**src/rtl/free_block_bitmap_allocator_core_macros.svh**
```systemverilog
// Assertion macros for the free-block bitmap allocator.
`ifndef FREE_BLOCK_BITMAP_ALLOCATOR_CORE_MACROS_SVH
`define FREE_BLOCK_BITMAP_ALLOCATOR_CORE_MACROS_SVH

`ifndef SYNTHESIS
// cons must hold in the same cycle as ante
`define FBBA_ASSERT_NOW(lbl, clk, rst, ante, cons, msg) \
   lbl: assert property (@(posedge clk) disable iff (rst) (ante) |-> (cons)) \
      else $error(msg);
// cons must hold in the cycle after ante
`define FBBA_ASSERT_NEXT(lbl, clk, rst, ante, cons, msg) \
   lbl: assert property (@(posedge clk) disable iff (rst) (ante) |=> (cons)) \
      else $error(msg);
`else
`define FBBA_ASSERT_NOW(lbl, clk, rst, ante, cons, msg)
`define FBBA_ASSERT_NEXT(lbl, clk, rst, ante, cons, msg)
`endif

`endif

```
**src/rtl/fbba_pkg.sv**
```systemverilog
`default_nettype none

package fbba_pkg;

   localparam int unsigned BLOCK_W          = 15;
   localparam int unsigned OP_W             = 2;
   localparam int unsigned WORD_W           = 64;
   localparam int unsigned WORD_IDX_W       = 6;
   localparam int unsigned ADDR_SPACE       = 32768;
   localparam int unsigned DEF_TOTAL_BLOCKS = 32768;
   localparam logic [BLOCK_W-1:0] SEARCH_START_RST = 15'd1040;

   typedef enum logic [OP_W-1:0] {
      OP_FIND = 2'd0,
      OP_SET  = 2'd1,
      OP_CLR  = 2'd2
   } opcode_type;

   typedef struct packed {
      logic clr;
      logic load;
      logic rd;
      logic wr;
      logic fin;
   } cmd_type;

   typedef struct packed {
      logic scan_hit;
      logic scan_end;
      logic clr_last;
      logic req_mark_ok;
   } status_type;

endpackage

`default_nettype wire

```
**src/rtl/fbba_ctrl.sv**
```systemverilog
`default_nettype none

`include "free_block_bitmap_allocator_core_macros.svh"

module fbba_ctrl
   import fbba_pkg::*;
(
   input  wire logic            clock,
   input  wire logic            reset,
   input  wire logic            req_valid,
   output logic                 req_ready,
   input  wire logic [OP_W-1:0] req_opcode,
   output logic                 rsp_valid,
   input  wire logic            rsp_ready,
   input  wire status_type      status,
   output cmd_type              cmd
);

   typedef enum logic [2:0] {
      S_CLEAR,
      S_IDLE,
      S_FIND,
      S_MREAD,
      S_MWRITE,
      S_FIN
   } state_type;

   state_type state_ff;
   state_type state_in;
   logic      rsp_valid_ff;
   logic      rsp_valid_in;
   logic      accept;

   assign req_ready = (state_ff == S_IDLE) && !rsp_valid_ff;
   assign accept    = req_valid && req_ready;

   always_comb begin
      cmd.clr  = (state_ff == S_CLEAR);
      cmd.load = accept;
      cmd.rd   = (state_ff == S_FIND) || (state_ff == S_MREAD);
      cmd.wr   = (state_ff == S_MWRITE);
      cmd.fin  = 1'b0;
      state_in = state_ff;
      unique case (state_ff)
         S_CLEAR: begin
            if (status.clr_last) begin
               state_in = S_IDLE;
            end
         end
         S_IDLE: begin
            if (accept) begin
               if (req_opcode == OP_FIND) begin
                  state_in = S_FIND;
               end else if ((req_opcode == OP_SET || req_opcode == OP_CLR)
                            && status.req_mark_ok) begin
                  state_in = S_MREAD;
               end else begin
                  state_in = S_FIN;
               end
            end
         end
         S_FIND: begin
            if (status.scan_hit || status.scan_end) begin
               cmd.fin  = 1'b1;
               state_in = S_IDLE;
            end
         end
         S_MREAD: begin
            state_in = S_MWRITE;
         end
         S_MWRITE: begin
            cmd.fin  = 1'b1;
            state_in = S_IDLE;
         end
         S_FIN: begin
            cmd.fin  = 1'b1;
            state_in = S_IDLE;
         end
         default: begin
            state_in = S_IDLE;
         end
      endcase
      rsp_valid_in = cmd.fin || (rsp_valid_ff && !rsp_ready);
   end

   always_ff @(posedge clock) begin
      if (reset) begin
         state_ff     <= S_CLEAR;
         rsp_valid_ff <= 1'b0;
      end else begin
         state_ff     <= state_in;
         rsp_valid_ff <= rsp_valid_in;
      end
   end

   assign rsp_valid = rsp_valid_ff;

   // result slot must be empty when a beat completes
   `FBBA_ASSERT_NOW(a_fin_slot_free, clock, reset, cmd.fin, !rsp_valid_ff, "finish over pending result")
   `FBBA_ASSERT_NEXT(a_one_at_a_time, clock, reset, accept, !req_ready, "second item taken while busy")
   `FBBA_ASSERT_NOW(a_write_after_read, clock, reset, cmd.wr, $past(cmd.rd), "mark write without read")
   `FBBA_ASSERT_NEXT(a_hit_reported, clock, reset, (state_ff == S_FIND) && status.scan_hit, rsp_valid_ff, "find hit not reported")

endmodule

`default_nettype wire

```
**config.mk**
```make
export PLATFORM = sky130hd
export DESIGN_NAME = fbba_ctrl
export DESIGN_NICKNAME = d
export VERILOG_FILES = /design/src/rtl/fbba_pkg.sv /design/src/rtl/fbba_ctrl.sv
export VERILOG_INCLUDE_DIRS = /design/src /design/src/rtl
export SDC_FILE = /design/constraint.sdc
export NUM_CORES = 1
export LEC_CHECK = 0
export ABC_AREA = 1
export BUFFER_PORTS_ARGS = -buffer_cell sky130_fd_sc_hd__buf_2
export CAP_MARGIN = 30
export CORE_AREA = 5 5 42 44
export DETAILED_ROUTE_END_ITERATION = 6
export DIE_AREA = 0 0 47 49
export PLACE_DENSITY_LB_ADDON = 0.25
export SYNTH_ARGS = -nofsm -noshare
export SYNTH_HDL_FRONTEND = slang
export SYNTH_SLANG_ARGS = --single-unit
```
**constraint.sdc**
```tcl
create_clock -name clock -period 1.35 [get_ports clock]
set_clock_uncertainty 0.1 [all_clocks]
set_input_delay 0 -clock clock [delete_from_list [all_inputs] [get_ports clock]]
set_output_delay 0 -clock clock [all_outputs]
set_load 0.01 [all_outputs]
```
; Word level (Yosys, flattened, before mapping)
; Index checks and enable logic that the tools add are counted.
[totals]
ff_bits = 4
input_bits = 10
[op_classes]
reduce_logical = 14
n_mux = 8
eq_ne = 10
[ops]
columns = op, n
row1 = 3-bit 2-to-1 mux, 5
row2 = 3-bit case mux with 4 select lines, 1
row3 = 3-bit by 2-bit == test with 1-bit output (second input constant), 2
row4 = 3-bit == test (second input constant), 2
row5 = 1-bit logical AND, 4
row6 = 1-bit logical OR, 4
row7 = 2-bit inequality test (second input constant), 2
row8 = 3-bit by 1-bit == test with 1-bit output (second input constant), 1
row9 = 3-bit zero test, 1
row10 = 3-bit AND reduction, 1
row11 = 2-bit by 1-bit == test with 1-bit output (second input constant), 1
row12 = 2-bit == test (second input constant), 1
row13 = 1-bit zero test, 2
row14 = 2-bit zero test, 1
row15 = 2-bit by 1-bit inequality test with 1-bit output (second input constant), 1
row16 = 1-bit case mux with 2 select lines, 1
row17 = 2-bit OR reduction, 1
row18 = 1-bit 2-to-1 mux, 1

; Longest topological paths before layout
[depth]
depth_word = 7
ltp_mapped = 8
ltp_nobuf = 8

; Least setup slack after synthesis
; Ideal clock, no wire load.
[synth_timing]
path_kind = register to register
startpoint = register state_ff[1]
endpoint = register state_ff[1]
t_arrival_ns = 0.916
required_time_ns = 1.135
period_less_slack_ns = 1.131
setup_slack_ns = 0.219
path_stages_with_launch = 8
path_cell_list = dfxtp_1 > inv_2 > nor2_4 > nand3_2 > nand2_2 > inv_2 > a21oi_1 > nor2_1
[synth_between]
elab_chain_cells = 5
elab_cells_between_ends = 11
classes_between = 6 x eq/ne / 1 x mux / 4 x reduce/logical
[synth_lines]
columns = item, line
row1 = from (decl), fbba_ctrl.sv:28  ; state_type state_ff;
row2 = from (signal assigned), fbba_ctrl.sv:91  ; state_ff <= state_in;
row3 = 3-bit by 1-bit == test with 1-bit output, "fbba_ctrl.sv:34, fbba_ctrl.sv:44"
row4 = 1-bit logical AND, fbba_ctrl.sv:34  ; assign req_ready = (state_ff == S_IDLE) && !rsp_valid_ff;
row5 = 1-bit logical AND, fbba_ctrl.sv:35  ; assign accept = req_valid && req_ready;
row6 = 2-bit inequality test (no source line), --
row7 = 3-bit AND reduction (no source line), --
; Several ways; a longest one is shown, not always the timed one.
; A chain may end at the register's enable or synchronous reset.

==> impl_metrics.env <==
export IMPL_insertion_delay_ns=0.23
export IMPL_grt_usage_pct=8.16
export IMPL_dr_first_iter_drc_count=11
export IMPL_die_h_um=49
export IMPL_worstPathArrival_ns=1.12
export IMPL_synth_top_area_share_pct=24.8
export IMPL_io_buffers=16
export IMPL_path_clk_slew_ns=0.04
export IMPL_leakage_nw=0.261
export IMPL_layout_commonest_cell="buf_2"
export IMPL_globalRouteOverflowTotal=0
export IMPL_pwr_share_clk_pct=25.8
export IMPL_finalHoldViolations=0
export IMPL_htree_levels=1
export IMPL_synth_area_top_cells="dfxtp_1, inv_1, nand2_1"
export IMPL_grt_max_degree=6
export IMPL_crit_fanout=5
export IMPL_fin_crit_sh_pct=90.5
export IMPL_core_sq_um=1400
export IMPL_grt_pass1_vias=336
export IMPL_vias=351
export IMPL_diodes=0
export IMPL_p_sw_w=0.000208
export IMPL_worstSetupPathType="reg -> out"
export IMPL_tightest_slew_ns=0.236
export IMPL_synth_top_area_cell="dfxtp_1"
export IMPL_rsz0062_at_grt="no"
export IMPL_vias_per_cell=4.18
export IMPL_grt_pass1_wl_mm=1.35
export IMPL_cts_made_buffers=3
export IMPL_clockRootBuffer="clkbuf_4"
export IMPL_routabilityCongestion=0.790
export IMPL_die_area_sq_um=2300
export IMPL_peakVddDrop_mv=0.469
export IMPL_cts_sinks=4
export IMPL_die_w_um=47
export IMPL_final_cell_mix="buf_2, inv_1, nand2_1"
export IMPL_power_frac_seq_pct=30.4
export IMPL_syn_num_nets=59
export IMPL_worst_endpoint_required_ns=1.25
export IMPL_dr_pass1_iters=4
export IMPL_area_delta_synth_final_pct=42.2
export IMPL_tns_ns=0
export IMPL_yosys_warnings=0
export IMPL_slew_limit_headroom_pct=84.3
export IMPL_ys_seq_area_share_pct=24.8
export IMPL_fin_util_pct=32.8
export IMPL_drt_wl_total_um=746
export IMPL_synth_cells=48
export IMPL_status="completed"
export IMPL_p_int_w=0.000337
export IMPL_min_path_type="in -> reg"
export IMPL_slew_viol_final=0
export IMPL_io_pins=17
export IMPL_finalSetupViolCount=0
export IMPL_yosys_cell_types_count=18
export IMPL_power_w=0.000544
export IMPL_cts_tree="built"
export IMPL_wl_per_cell_um=8.88
export IMPL_critPathLaunchType="flip-flop"
export IMPL_antenna_left=0
export IMPL_max_cap_violations=0
export IMPL_combPwrFrac_pct=43.8
export IMPL_power_switching_share_pct=38.2
export IMPL_post_cts_buffers=0
export IMPL_fin_crit_ns=1.22
export IMPL_clockBufferDepth=2
export IMPL_crit_path_end_kind="output pin"
export IMPL_netlist_area_sq_um=323
export IMPL_drive_gt1_share_pct=50.0
export IMPL_initial_core_util_pct=23.0
export IMPL_max_freq_mhz=819
export IMPL_drc=0
export IMPL_ys_seq_elements=4
export IMPL_syn_area_per_cell_sq_um=6.73
export IMPL_power_density_nw_per_um2=1190
export IMPL_placementRows=14
export IMPL_dp_hpwl_um=642
export IMPL_fin_nets=81
export IMPL_r2r_setup_slack_ns=0.15
export IMPL_antenna_found_initial=0
-- layer usage --
metal,routed length (um),global-route usage (%)
met5,0,0
met1,331,9.41
met4,5,5.53
met2,342,11.8
met3,66,3.32
-- cell usage after synthesis --
cell type and instances:
inv_2 2, nor2_4 1, nand2_2 3, nand2_1 7
inv_1 8, nor2_1 6, a21o_1 1, nor3_1 2
nand3_2 2, o21ai_2 2, dfxtp_1 4, nor2_2 3
nor3_2 1, ha_1 1, nand3b_1 1, buf_4 1
a21oi_1 1, o21ai_0 2
-- worst paths after layout --
| check | from | to | cells after the start |
|---|---|---|---|
| worst max-delay path | state_ff[1] | cmd[0] | 5 |
| worst min-delay path | status[0] | state_ff[2] | 5 |
| worst max register to register | state_ff[2] | state_ff[0] | 7 |
| worst min register to register | state_ff[1] | state_ff[1] | 2 |
-- through the flow --
stage | instances | worst slack, ns | cell area [sq um] | hold slack [ns]
floorplan | 48 | 0.219 | 323 | -0.0305
global placement | 79 | 0.133 | 415 | 0.0846
detailed placement | 79 | 0.151 | 415 | 0.0870
CTS | 84 | 0.0644 | 458 | 0.0759
global route | 84 | 0.00843 | 459 | 0.0850
finish | 84 | 0.128 | 459 | 0.0770
-- worst max-delay path: stages (launching register included) --
cell	delay [ns]
dfxtp_2	0.36
inv_2	0.07
nor2_4	0.10
nand2_1	0.07
o21ai_2	0.14
buf_2	0.15
-- sequential cells by signal, summed over array words and instances (netlist names) --
| signal | flops |
|---|---|
| state_ff | 3 |
| rsp_valid | 1 |
-- repair_timing --
| item | CTS | global route |
|---|---|---|
| endpoints found under the hold margin | 4 | 0 |
| hold buffers | 2 | 0 |
| resized for setup | 0 | 1 |
| endpoints found under the setup margin | 0 | 1 |
-- area by class of cell --
cell class	count	area (sq um)
Sequential cell	4	81.3
Fill cell	167	942
Clock buffer	3	22.5
Tap cell	16	20.0
Timing Repair Buffer	18	100
Inverter	10	37.5
Multi-Input combinational cell	33	198
-- cells by family after synthesis --
group	Yosys count	synth area share, %
flops	4	24.8
compound gates	6	12.4
fa+ha+maj	1	3.88
buf+inv	11	14.0
simple gates	26	45.0
-- power groups by stage --
stage	Sequential, W	Combinational (W)	Clock (W)
after floorplan	0.000163	0.000169	0
after global placement	0.000165	0.000240	0
after detailed placement	0.000166	0.000238	0
after CTS	0.000164	0.000243	0.000148
after global routing	0.000171	0.000270	0.000164
final	0.000165	0.000238	0.000141
(Power assumes the default switching activity.)
